### config.mk
export PLATFORM = sky130hd
export DESIGN_NAME = cartridge_bank_mapper
export DESIGN_NICKNAME = d
export VERILOG_FILES = /design/src/rtl/cbm_pkg.sv /design/src/rtl/cbm_bank_regs.sv /design/src/rtl/cbm_translate.sv /design/src/rtl/cartridge_bank_mapper.sv
export SDC_FILE = /design/constraint.sdc
export NUM_CORES = 1
export LEC_CHECK = 0
export BUFFER_PORTS_ARGS = -buffer_cell sky130_fd_sc_hd__buf_2
export CAP_MARGIN = 20
export CORE_ASPECT_RATIO = 0.5
export CORE_MARGIN = 3
export CORE_UTILIZATION = 40
export DETAILED_ROUTE_END_ITERATION = 8
export MAX_ROUTING_LAYER = met4
export SYNTH_ARGS = -nofsm -noshare
export SYNTH_HDL_FRONTEND = slang
export SYNTH_SLANG_ARGS = --single-unit
### constraint.sdc
create_clock -name clk -period 2.8 [get_ports clk]
set_input_delay 0 -clock clk [delete_from_list [all_inputs] [get_ports clk]]
set_output_delay 0 -clock clk [all_outputs]
set_load 0.03 [all_outputs]
### src/rtl/cbm_pkg.sv
// shared types and constants for the cartridge bank mapper
package cbm_pkg;

  localparam int unsigned ADDR_W     = 16;
  localparam int unsigned DATA_W     = 8;
  localparam int unsigned BANK_W     = 9;
  localparam int unsigned ROM_ADDR_W = 22;
  localparam int unsigned SLOTS      = 4;
  localparam int unsigned CFG_IDX_W  = 2;
  localparam int unsigned IN_TDATA_W  = 24;
  localparam int unsigned OUT_TDATA_W = 32;

  localparam logic [BANK_W-1:0] MASK_RESET = 9'h1FF;

  localparam logic [CFG_IDX_W-1:0] CFG_PRG_BANK_MASK = 2'd0;
  localparam logic [CFG_IDX_W-1:0] CFG_SUBMAPPER     = 2'd1;

  localparam logic REQ_WRITE = 1'b0;
  localparam logic REQ_READ  = 1'b1;

  localparam logic [2:0] MODE_32K_A    = 3'd0;
  localparam logic [2:0] MODE_16K_SPLIT = 3'd1;
  localparam logic [2:0] MODE_8K_A     = 3'd2;
  localparam logic [2:0] MODE_16K_A    = 3'd3;
  localparam logic [2:0] MODE_32K_B    = 3'd4;
  localparam logic [2:0] MODE_WINDOW   = 3'd5;
  localparam logic [2:0] MODE_8K_B     = 3'd6;
  localparam logic [2:0] MODE_16K_B    = 3'd7;

  typedef struct packed {
    logic [SLOTS-1:0][BANK_W-1:0] slot;
    logic [BANK_W-1:0]            window;
    logic                         mirror;
    logic                         chr_we;
  } bank_state_t;

endpackage

### src/rtl/cbm_bank_regs.sv
// bank, mirroring and chr write enable registers with the write decode
module cbm_bank_regs import cbm_pkg::*; (
  input  logic              clk,
  input  logic              rst_n,
  input  logic              upd_en,
  input  logic              submapper,
  input  logic [ADDR_W-1:0] address,
  input  logic [DATA_W-1:0] data,
  output bank_state_t       state_r,
  output bank_state_t       state_nxt
);

  logic       in_window;
  logic [7:0] bank;
  logic [8:0] bank8;
  logic [6:0] bank32;
  logic [7:0] bank_hi;

  assign in_window = submapper ? (address[15:13] == 3'b111) : (address[15:12] == 4'hF);
  assign bank      = {address[12], address[4], data[5:0]};
  assign bank8     = {bank, data[7]};
  assign bank32    = bank[7:1];
  assign bank_hi   = bank | 8'h07;

  always_comb begin
    state_nxt = state_r;
    if (upd_en && in_window) begin
      state_nxt.mirror = data[6];
      state_nxt.chr_we = ~address[3];
      unique case (address[2:0]) inside
        MODE_32K_A, MODE_32K_B: begin
          for (int i = 0; i < SLOTS; i++) begin
            state_nxt.slot[i] = {bank32, i[1:0]};
          end
        end
        MODE_16K_SPLIT: begin
          state_nxt.slot[0] = {bank, 1'b0};
          state_nxt.slot[1] = {bank, 1'b1};
          state_nxt.slot[2] = {bank_hi, 1'b0};
          state_nxt.slot[3] = {bank_hi, 1'b1};
        end
        MODE_8K_A, MODE_8K_B: begin
          for (int i = 0; i < SLOTS; i++) begin
            state_nxt.slot[i] = bank8;
          end
        end
        MODE_16K_A, MODE_16K_B: begin
          state_nxt.slot[0] = {bank, 1'b0};
          state_nxt.slot[1] = {bank, 1'b1};
          state_nxt.slot[2] = {bank, 1'b0};
          state_nxt.slot[3] = {bank, 1'b1};
        end
        MODE_WINDOW: begin
          state_nxt.window = bank8;
          for (int i = 0; i < SLOTS; i++) begin
            state_nxt.slot[i] = {bank32 | 7'h03, i[1:0]};
          end
        end
        default: begin
          state_nxt = state_r;
        end
      endcase
    end
  end

  always_ff @(posedge clk) begin
    if (!rst_n) begin
      state_r.slot[0] <= 9'd0;
      state_r.slot[1] <= 9'd1;
      state_r.slot[2] <= 9'd2;
      state_r.slot[3] <= 9'd3;
      state_r.window  <= '0;
      state_r.mirror  <= 1'b0;
      state_r.chr_we  <= 1'b1;
    end else begin
      state_r <= state_nxt;
    end
  end

endmodule

### src/rtl/cbm_translate.sv
// read address translation into the program rom
module cbm_translate import cbm_pkg::*; (
  input  logic                  req_type,
  input  logic [ADDR_W-1:0]     address,
  input  bank_state_t           state,
  input  logic [BANK_W-1:0]     prg_bank_mask,
  output logic [ROM_ADDR_W-1:0] rom_address,
  output logic                  rom_hit
);

  logic              mapped;
  logic [BANK_W-1:0] bank;

  assign mapped = (req_type == REQ_READ) && (address[15] || (address[14:13] == 2'b11));
  assign bank   = address[15] ? state.slot[address[14:13]] : state.window;

  always_comb begin
    rom_address = '0;
    rom_hit     = 1'b0;
    if (mapped) begin
      rom_address = {bank & prg_bank_mask, address[12:0]};
      rom_hit     = 1'b1;
    end
  end

endmodule

### src/rtl/cartridge_bank_mapper.sv
// cartridge bank mapper top level: input stage, decode and result register
// path: input stage registers, decode, then the registered result on out_tdata
// throughput: one access per cycle unless out_tready stalls, single decode pass
// a new access is taken while a result waits if the input stage is empty or drains
// reset: synchronous active low; banks 0..3 in the slots, window bank 0,
// vertical mirroring, chr writes enabled, full bank mask, submapper 0
module cartridge_bank_mapper import cbm_pkg::*; (
  input  logic                   clk,
  input  logic                   rst_n,
  input  logic                   in_tvalid,
  output logic                   in_tready,
  input  logic [IN_TDATA_W-1:0]  in_tdata,   // address[15:0], data[23:16]
  input  logic                   in_tuser,   // req_type[0]
  output logic                   out_tvalid,
  input  logic                   out_tready,
  output logic [OUT_TDATA_W-1:0] out_tdata,  // rom_address[21:0], rom_hit[22],
                                             // mirror_horizontal[23],
                                             // chr_write_enable[24], zero[31:25]
  input  logic                   cfg_valid,
  output logic                   cfg_ready,
  input  logic [CFG_IDX_W-1:0]   cfg_index,
  input  logic [BANK_W-1:0]      cfg_data
);

  logic                   in_valid_r;
  logic                   in_valid_nxt;
  logic                   req_type_r;
  logic [ADDR_W-1:0]      address_r;
  logic [DATA_W-1:0]      data_r;
  logic                   advance;
  logic                   out_valid_r;
  logic                   out_valid_nxt;
  logic [OUT_TDATA_W-1:0] out_data_r;
  logic [BANK_W-1:0]      mask_r;
  logic                   submapper_r;
  bank_state_t            bank_r;
  bank_state_t            bank_nxt;
  logic [ROM_ADDR_W-1:0]  rom_address;
  logic                   rom_hit;

  assign advance   = in_valid_r && (!out_valid_r || out_tready);
  assign in_tready = !in_valid_r || advance;
  assign cfg_ready = 1'b1;

  assign in_valid_nxt  = (in_tvalid && in_tready) || (in_valid_r && !advance);
  assign out_valid_nxt = advance || (out_valid_r && !out_tready);

  always_ff @(posedge clk) begin
    if (!rst_n) begin
      in_valid_r  <= 1'b0;
      out_valid_r <= 1'b0;
      mask_r      <= MASK_RESET;
      submapper_r <= 1'b0;
    end else begin
      in_valid_r  <= in_valid_nxt;
      out_valid_r <= out_valid_nxt;
      if (cfg_valid && cfg_ready) begin
        case (cfg_index)
          CFG_PRG_BANK_MASK: mask_r <= cfg_data;
          CFG_SUBMAPPER:     submapper_r <= cfg_data[0];
          default:           ;
        endcase
      end
    end
  end

  always_ff @(posedge clk) begin
    if (in_tvalid && in_tready) begin
      req_type_r <= in_tuser;
      address_r  <= in_tdata[15:0];
      data_r     <= in_tdata[23:16];
    end
    if (advance) begin
      out_data_r <= {7'd0, bank_nxt.chr_we, bank_nxt.mirror, rom_hit, rom_address};
    end
  end

  cbm_bank_regs u_bank_regs (
    .clk       (clk),
    .rst_n     (rst_n),
    .upd_en    (advance && (req_type_r == REQ_WRITE)),
    .submapper (submapper_r),
    .address   (address_r),
    .data      (data_r),
    .state_r   (bank_r),
    .state_nxt (bank_nxt)
  );

  cbm_translate u_translate (
    .req_type      (req_type_r),
    .address       (address_r),
    .state         (bank_r),
    .prg_bank_mask (mask_r),
    .rom_address   (rom_address),
    .rom_hit       (rom_hit)
  );

  assign out_tvalid = out_valid_r;
  assign out_tdata  = out_data_r;

  a_miss_zero: assert property (@(posedge clk) disable iff (!rst_n)
    out_valid_r && !out_data_r[22] |-> out_data_r[21:0] == '0)
    else $error("unmapped result carries a rom address");

  a_bank_masked: assert property (@(posedge clk) disable iff (!rst_n)
    out_valid_r && out_data_r[22] |-> (out_data_r[21:13] & ~mask_r) == '0)
    else $error("rom address bank outside mask");

  a_stall_full: assert property (@(posedge clk) disable iff (!rst_n)
    !in_tready |-> in_valid_r && out_valid_r && !out_tready)
    else $error("input stalled without a full pipeline");

  a_reset_state: assert property (@(posedge clk)
    !rst_n |=> bank_r.chr_we && !bank_r.mirror && !in_valid_r && !out_valid_r)
    else $error("reset state wrong");

endmodule
# After elaboration in Yosys (flattened, before gate mapping)
# Cells that the tools add are included.
# Widths: inputs -> output; s select.
# classes
order_cmp,1
eq_ne,11
mux,8
n_bitwise,3
n_reduce_logical,27
# ops
op,n
$pmux 36 s5,1
$bmux 9 s2,1
$mux 9,2
$eq 3x3->1 const B,5
$and 9x9->9,1
$reduce_and 2->1,4
$reduce_or 8->1,1
$logic_and 1x1->1,7
$eq 3x2->1 const B,2
$reduce_or 2->1,3
$logic_or 1x1->1,5
$reduce_bool 5->1,1
$eq 4x4->1 const B,1
$logic_not 1->1,4
$mux 2,2
$eq 3x1->1 const B,1
$logic_not 3->1,1
$lt 2x3->1 const B,1
$eq 2x1->1 const B,1
$eq 2x2->1 const B,1
$logic_not 2->1,1
$mux 1,2
$not 1->1,2
# word_totals
reg_bits,109
input_bits,41
elab_cells,66

# Logic depth before layout (Yosys ltp)
# depth
ltp_word,6
mapped_depth,7

# Cells and area by module
# Synthesis repeated with hierarchy kept, for this count alone.
# unflattened
cells_unflattened,424
hier_area_um2,4657.0
# modules_own_cells
module,instances,cells_each,area_each_um2,seq_area_each_um2
cartridge_bank_mapper,1,116,2132.0,1741.7
cbm_bank_regs,1,240,1998.2,940.9
cbm_translate,1,68,526.8,0.0

# Least setup slack after synthesis
# Ideal clock, no wire load.
# synth_path
path_kind,reg2reg
from,"register out_valid_r, in the netlist out_tvalid"
to,"register out_data_r[0], in the netlist out_tdata[0] (enable)"
setup_time_ns,0.410
arrival_ns,1.771
required_ns,2.390
slack_ns,0.619
path_stages_with_launch,3
path_buffers,0
synth_period_minus_slack_ns,2.181
path_cell_list,dfxtp_1 nor2b_1 nor2b_1
# synth_between
elab_chain_len,3
# synth_lines
item,line_no,rtl
from (decl),cartridge_bank_mapper.sv:31,logic out_valid_r;
from (signal assigned),cartridge_bank_mapper.sv:56,out_valid_r <= out_valid_nxt;
$logic_not 1->1,cartridge_bank_mapper.sv:41,assign advance = in_valid_r && (!out_valid_r || out_tready);
$logic_or 1x1->1,cartridge_bank_mapper.sv:41,
$logic_and 1x1->1,cartridge_bank_mapper.sv:41,
to (signal assigned),cartridge_bank_mapper.sv:74,"out_data_r <= {7'd0, bank_nxt.chr_we, bank_nxt.mirror, rom_hit, rom_address};"
to (decl),cartridge_bank_mapper.sv:33,logic [OUT_TDATA_W-1:0] out_data_r;
# No other way between the ends.
# A chain may end at the register's enable or synchronous reset.

# Worst setup path in the final report
# layout_path
from,register address_r[14]
to,register u_bank_regs.state_r[38] (netlist bit)
# layout_between
elab_chain_len,4
# layout_lines
item,line_no,rtl
from (decl),cartridge_bank_mapper.sv:28,logic [ADDR_W-1:0] address_r;
from (signal assigned),cartridge_bank_mapper.sv:70,address_r <= in_tdata[15:0];
$eq 4x4->1 or $eq 3x3->1 (tied branches),cbm_bank_regs.sv:19,assign in_window = submapper ? (address[15:13] == 3'b111) : (address[15:12] == 4'hF);
$mux 1 (*),cbm_bank_regs.sv:19,
$logic_and 1x1->1 (*),cbm_bank_regs.sv:27,if (upd_en && in_window) begin
$reduce_and 2->1 (no line) (*),-,
to (signal assigned),cbm_bank_regs.sv:76,state_r <= state_nxt;
to (decl),cbm_bank_regs.sv:9,"output bank_state_t state_r,"
# Mark *: on every way between the ends. The rest lies on a longest branch, timed or not.

==> key figures <==
Clock network
  – Number of levels the H-tree was split into: 3
  – Number of buffers on the longest clock path: 2
  – TritonCTS clock tree: done
  – Worst-Skew Late Latency: 0.33 ns
  – CTS Buf Count: 9
  – Clock-pin slew on the worst setup and hold paths: 0.06 ns
  – Post-CTS repair timing setup buffer count: 0
  – CTS sink cnt: 86
  – CTS Root Cell: sky130_fd_sc_hd__clkbuf_16

Synthesis
  – Cell accounting for the most synthesized area: sky130_fd_sc_hd__edfxtp_1
  – Top cells by area, synth: sky130_fd_sc_hd__edfxtp_1 (46%), sky130_fd_sc_hd__dfxtp_1 (22%), sky130_fd_sc_hd__nand2_1 (4.6%), sky130_fd_sc_hd__mux2i_1 (4.3%), sky130_fd_sc_hd__and2_1 (2.9%)
  – Number of enable flip-flop cells after synthesis: 50
  – Share of synthesized registers carrying an async set or reset: 0%
  – Count of cell types in the netlist: 31
  – Yosys top cell area share: 45.87%
  – Synthesized flop and latch total: between 80 and 90
  – Summed instance area of the synthesized netlist: 0.003273 mm^2
  – Avg Synthesized Cell Area: between 10 and 15 um^2
  – Cell with the most instances after synthesis: sky130_fd_sc_hd__edfxtp_1
  – Synthesized instance count: 264
  – Synth cell count leaders: sky130_fd_sc_hd__edfxtp_1 (50), sky130_fd_sc_hd__nand2_1 (40), sky130_fd_sc_hd__dfxtp_1 (36)
  – Ys Warns: 0
  – Post-synthesis sequential area ratio: 67.89%
  – Commonest register cell after synthesis: sky130_fd_sc_hd__edfxtp_1

STA
  – Share of the clock period used by the worst path after layout: 73.59%
  – Count of final setup violators: 0
  – Final setup TNS: 0 ns
  – Clock Skews: ~0.005 ns
  – Final Slew Violations: 0
  – Fmax achieved: around 490 MHz
  – Hold Vio Cnt, Final: 0
  – Max-Slew Margin vs Limit: between 40% and 50%
  – Fin crit period: between 2 and 2.5 ns
  – Transition at the pin with the smallest max-transition slack: just under 0.8 ns
  – Setup repair after global routing missed its margin: false

Hold path
  – Min-Delay Path Depth: 4
  – Worst hold path startpoint: cfg_index[1]
  – Endpoint, Worst Hold: mask_r[0]$_SDFFE_PN1P_
  – Class of the worst hold path: in2reg

Setup path
  – Cell-by-cell trace of the critical path: nand4b_2 -> or4b_1 -> buf_4 -> nor3_1 -> o21ai_1
  – Top delay family on crit path: simple AND/OR/NAND/NOR gates
  – Kind of launch point of the worst setup path: flip-flop
  – Crit-path slowest cell: sky130_fd_sc_hd__or4b_1
  – Worst Reg2Reg Path Length in Cells: 5
  – Critical path data required time: a little under 3 ns
  – Kind of critical path: reg2reg
  – Nature of the critical path endpoint: flip-flop
  – Buffer and inverter count on the worst path: 1
  – Worst-path maximum fanout: 17
  – WP data arrival: roughly 2.2 ns
  – Worst R2R End: u_bank_regs.state_r[38]$_SDFFE_PN1P_
  – Largest stage delay on the critical path: about 0.7 ns
  – Reg-to-reg setup timing slack: 0.74 ns
  – Reg-to-Reg Start: address_r[14]$_DFFE_PP_

Final layout
  – Filler cells: between 600 and 700
  – Total inserted antenna cells: 0
  – Relative area change from synthesis to final layout: 34.56%
  – Core occupancy in the finished layout: 57.76%
  – Fraction of layout cells with a size suffix above 1: 26.88%
  – Post-layout nets: about 410

Drt
  – Final routed wirelength across all metal layers: 6452 um
  – DRC viols: 0
  – Drt first-iter violations: 136
  – Routed wire per std cell: 13.44 um
  – Ratio of routed vias to standard cells: roughly 4.6
  – Count of antenna-violating nets left after detailed routing: 0
  – Via total after detailed routing: 2220
  – Number of detailed-route iterations in the first pass: 5

Floorplanning
  – Core outline area: between 0.007 and 0.008 mm^2
  – Initial core utilization: between 40% and 50%
  – Area enclosed by the die boundary: around 0.0094 mm^2
  – Vert. Die Dim: between 60 and 70 um
  – IO Pins: 76
  – Die width: 133.9 um
  – Cell Rows: 22

Status
  – Outcome: complete, no violations

Power
  – Pleak: 1.837 nW
  – Peak supply drop: about 310 uV
  – Pwr per Cell Area: slightly below 700 mW/mm^2

Global routing
  – Maximum number of pins on one net before global-route repair: 48
  – Wire length of the first global-routing pass: between 10000 and 15000 um
  – Initial antenna violation count: 0
  – Via count of the first global-routing pass: 2146
  – GRT Total Usage: ~15%
  – Residual overflow from global routing: 0

Place
  – Post-detailed-placement half-perimeter wirelength: ~4300 um
  – Routability congestion estimate: around 0.84
  – Port bufs: between 60 and 70

Run
  – Max-Cap Viols: 0
layout by cell type, fill, tap and decap left out, types with 2 or more instances in the layout:
cell / count
sky130_fd_sc_hd__nor3b_1: 2
sky130_fd_sc_hd__a21oi_1: 9
sky130_fd_sc_hd__and3_1: 10
sky130_fd_sc_hd__inv_6: 2
sky130_fd_sc_hd__bufinv_16: 3
sky130_fd_sc_hd__o31ai_1: 2
sky130_fd_sc_hd__dfxtp_1: 36
sky130_fd_sc_hd__o211a_1: 2
sky130_fd_sc_hd__buf_4: 5
sky130_fd_sc_hd__nor2_1: 7
sky130_fd_sc_hd__conb_1: 8
sky130_fd_sc_hd__nand3_1: 18
sky130_fd_sc_hd__nand2_1: 40
sky130_fd_sc_hd__buf_2: 67
sky130_fd_sc_hd__clkbuf_16: 9
sky130_fd_sc_hd__edfxtp_1: 50
sky130_fd_sc_hd__dlygate4sd3_1: 35
sky130_fd_sc_hd__o21ai_0: 2
sky130_fd_sc_hd__nor2b_1: 5
sky130_fd_sc_hd__mux2_2: 5
sky130_fd_sc_hd__mux2i_1: 14
sky130_fd_sc_hd__o21ai_1: 10
sky130_fd_sc_hd__and2_1: 15
worst reg2reg max path, stage by stage (launching register included):
cell and delay, ns:
sky130_fd_sc_hd__edfxtp_1 0.52, sky130_fd_sc_hd__nand4b_2 0.17, sky130_fd_sc_hd__or4b_1 0.70, sky130_fd_sc_hd__buf_4 0.27, sky130_fd_sc_hd__nor3_1 0.18, sky130_fd_sc_hd__o21ai_1 0.07
metal layers:
| layer | up-vias | GRT usage [%] | part of all wire [%] |
|---|---|---|---|
| met5 | - | - | 0 |
| met4 | 0 | 6.043 | 1.9 |
| met3 | 9 | 4.604 | 5.8 |
| met2 | 60 | 22.97 | 48 |
| met1 | 1036 | 18.29 | 45 |
| li1 | 1115 | - | - |
stage by stage:
step | area [um^2] | instances | power [mW] | setup WS [ns] | hold slack [ns]
floorplan | 3296 | 270 | 1.560 | 0.6191 | 0.09887
global placement | 3676 | 427 | 1.617 | 0.8232 | 0.1762
detailed placement | 3676 | 427 | 1.621 | 0.7677 | 0.1781
CTS | 4372 | 478 | 3.010 | 0.7667 | 0.04430
global route | 4404 | 480 | 3.078 | 0.5655 | 0.07554
finish | 4404 | 480 | 2.980 | 0.7393 | 0.05100
layout make-up:
class | count | area, um^2 | share of cell area, %
clock buffer | 9 | 225.2 | 5.114
clock inverter | 7 | 120.1 | 2.727
tap | 108 | 135.1 | 3.068
multi-input combinational | 160 | 942.2 | 21.39
sequential | 86 | 2222 | 50.45
timing repair buffer | 109 | 755.7 | 17.16
inverter | 1 | 3.754 | 0.08523
flip-flops by register name (all words and copies together) (netlist names):
register / cells
out_tdata: 25
out_tvalid: 1
u_bank_regs.state_r: 24
req_type_r: 1
mask_r: 9
data_r: 8
submapper_r: 1
in_valid_r: 1
address_r: 16
worst max path at each step:
stage,start,endpoint,slack [ns],cells after the start
floorplan,out_tvalid$_SDFF_PN0_,out_tdata[0]$_SDFFCE_PN0N_,0.62,2
CTS,address_r[14]$_DFFE_PP_,u_bank_regs.state_r[38]$_SDFFE_PN1P_,0.77,5
detailed placement,address_r[14]$_DFFE_PP_,u_bank_regs.state_r[38]$_SDFFE_PN1P_,0.77,5
global route,address_r[14]$_DFFE_PP_,u_bank_regs.state_r[38]$_SDFFE_PN1P_,0.57,5
finish,address_r[14]$_DFFE_PP_,u_bank_regs.state_r[38]$_SDFFE_PN1P_,0.74,5
global placement,address_r[14]$_DFFE_PP_,u_bank_regs.state_r[38]$_SDFFE_PN1P_,0.82,5
cells by family (layout without fill, tap and decap cells):
logic type | Yosys count | in the layout | synth area share (%)
AOI/OAI and AO/OA | 27 | 27 | 4.740
buffers and inverters | 24 | 126 | 4.090
DFF | 86 | 86 | 67.89
muxes | 20 | 20 | 6.460
other | 2 | 8 | 0.2294
and+or+nand+nor | 105 | 105 | 16.59
repair_timing:
action                    in CTS  in global routing
hold buffers                  35                  0
resized for setup              0                  0
hold endpoints to repair      36                  0
power by group:
group / switching [mW] / internal [mW] / total, mW
sequential: 0.0217 / 1.39 / 1.41
combinational: 0.128 / 0.0962 / 0.225
clock: 0.469 / 0.875 / 1.34
(Power assumes the default switching activity.)
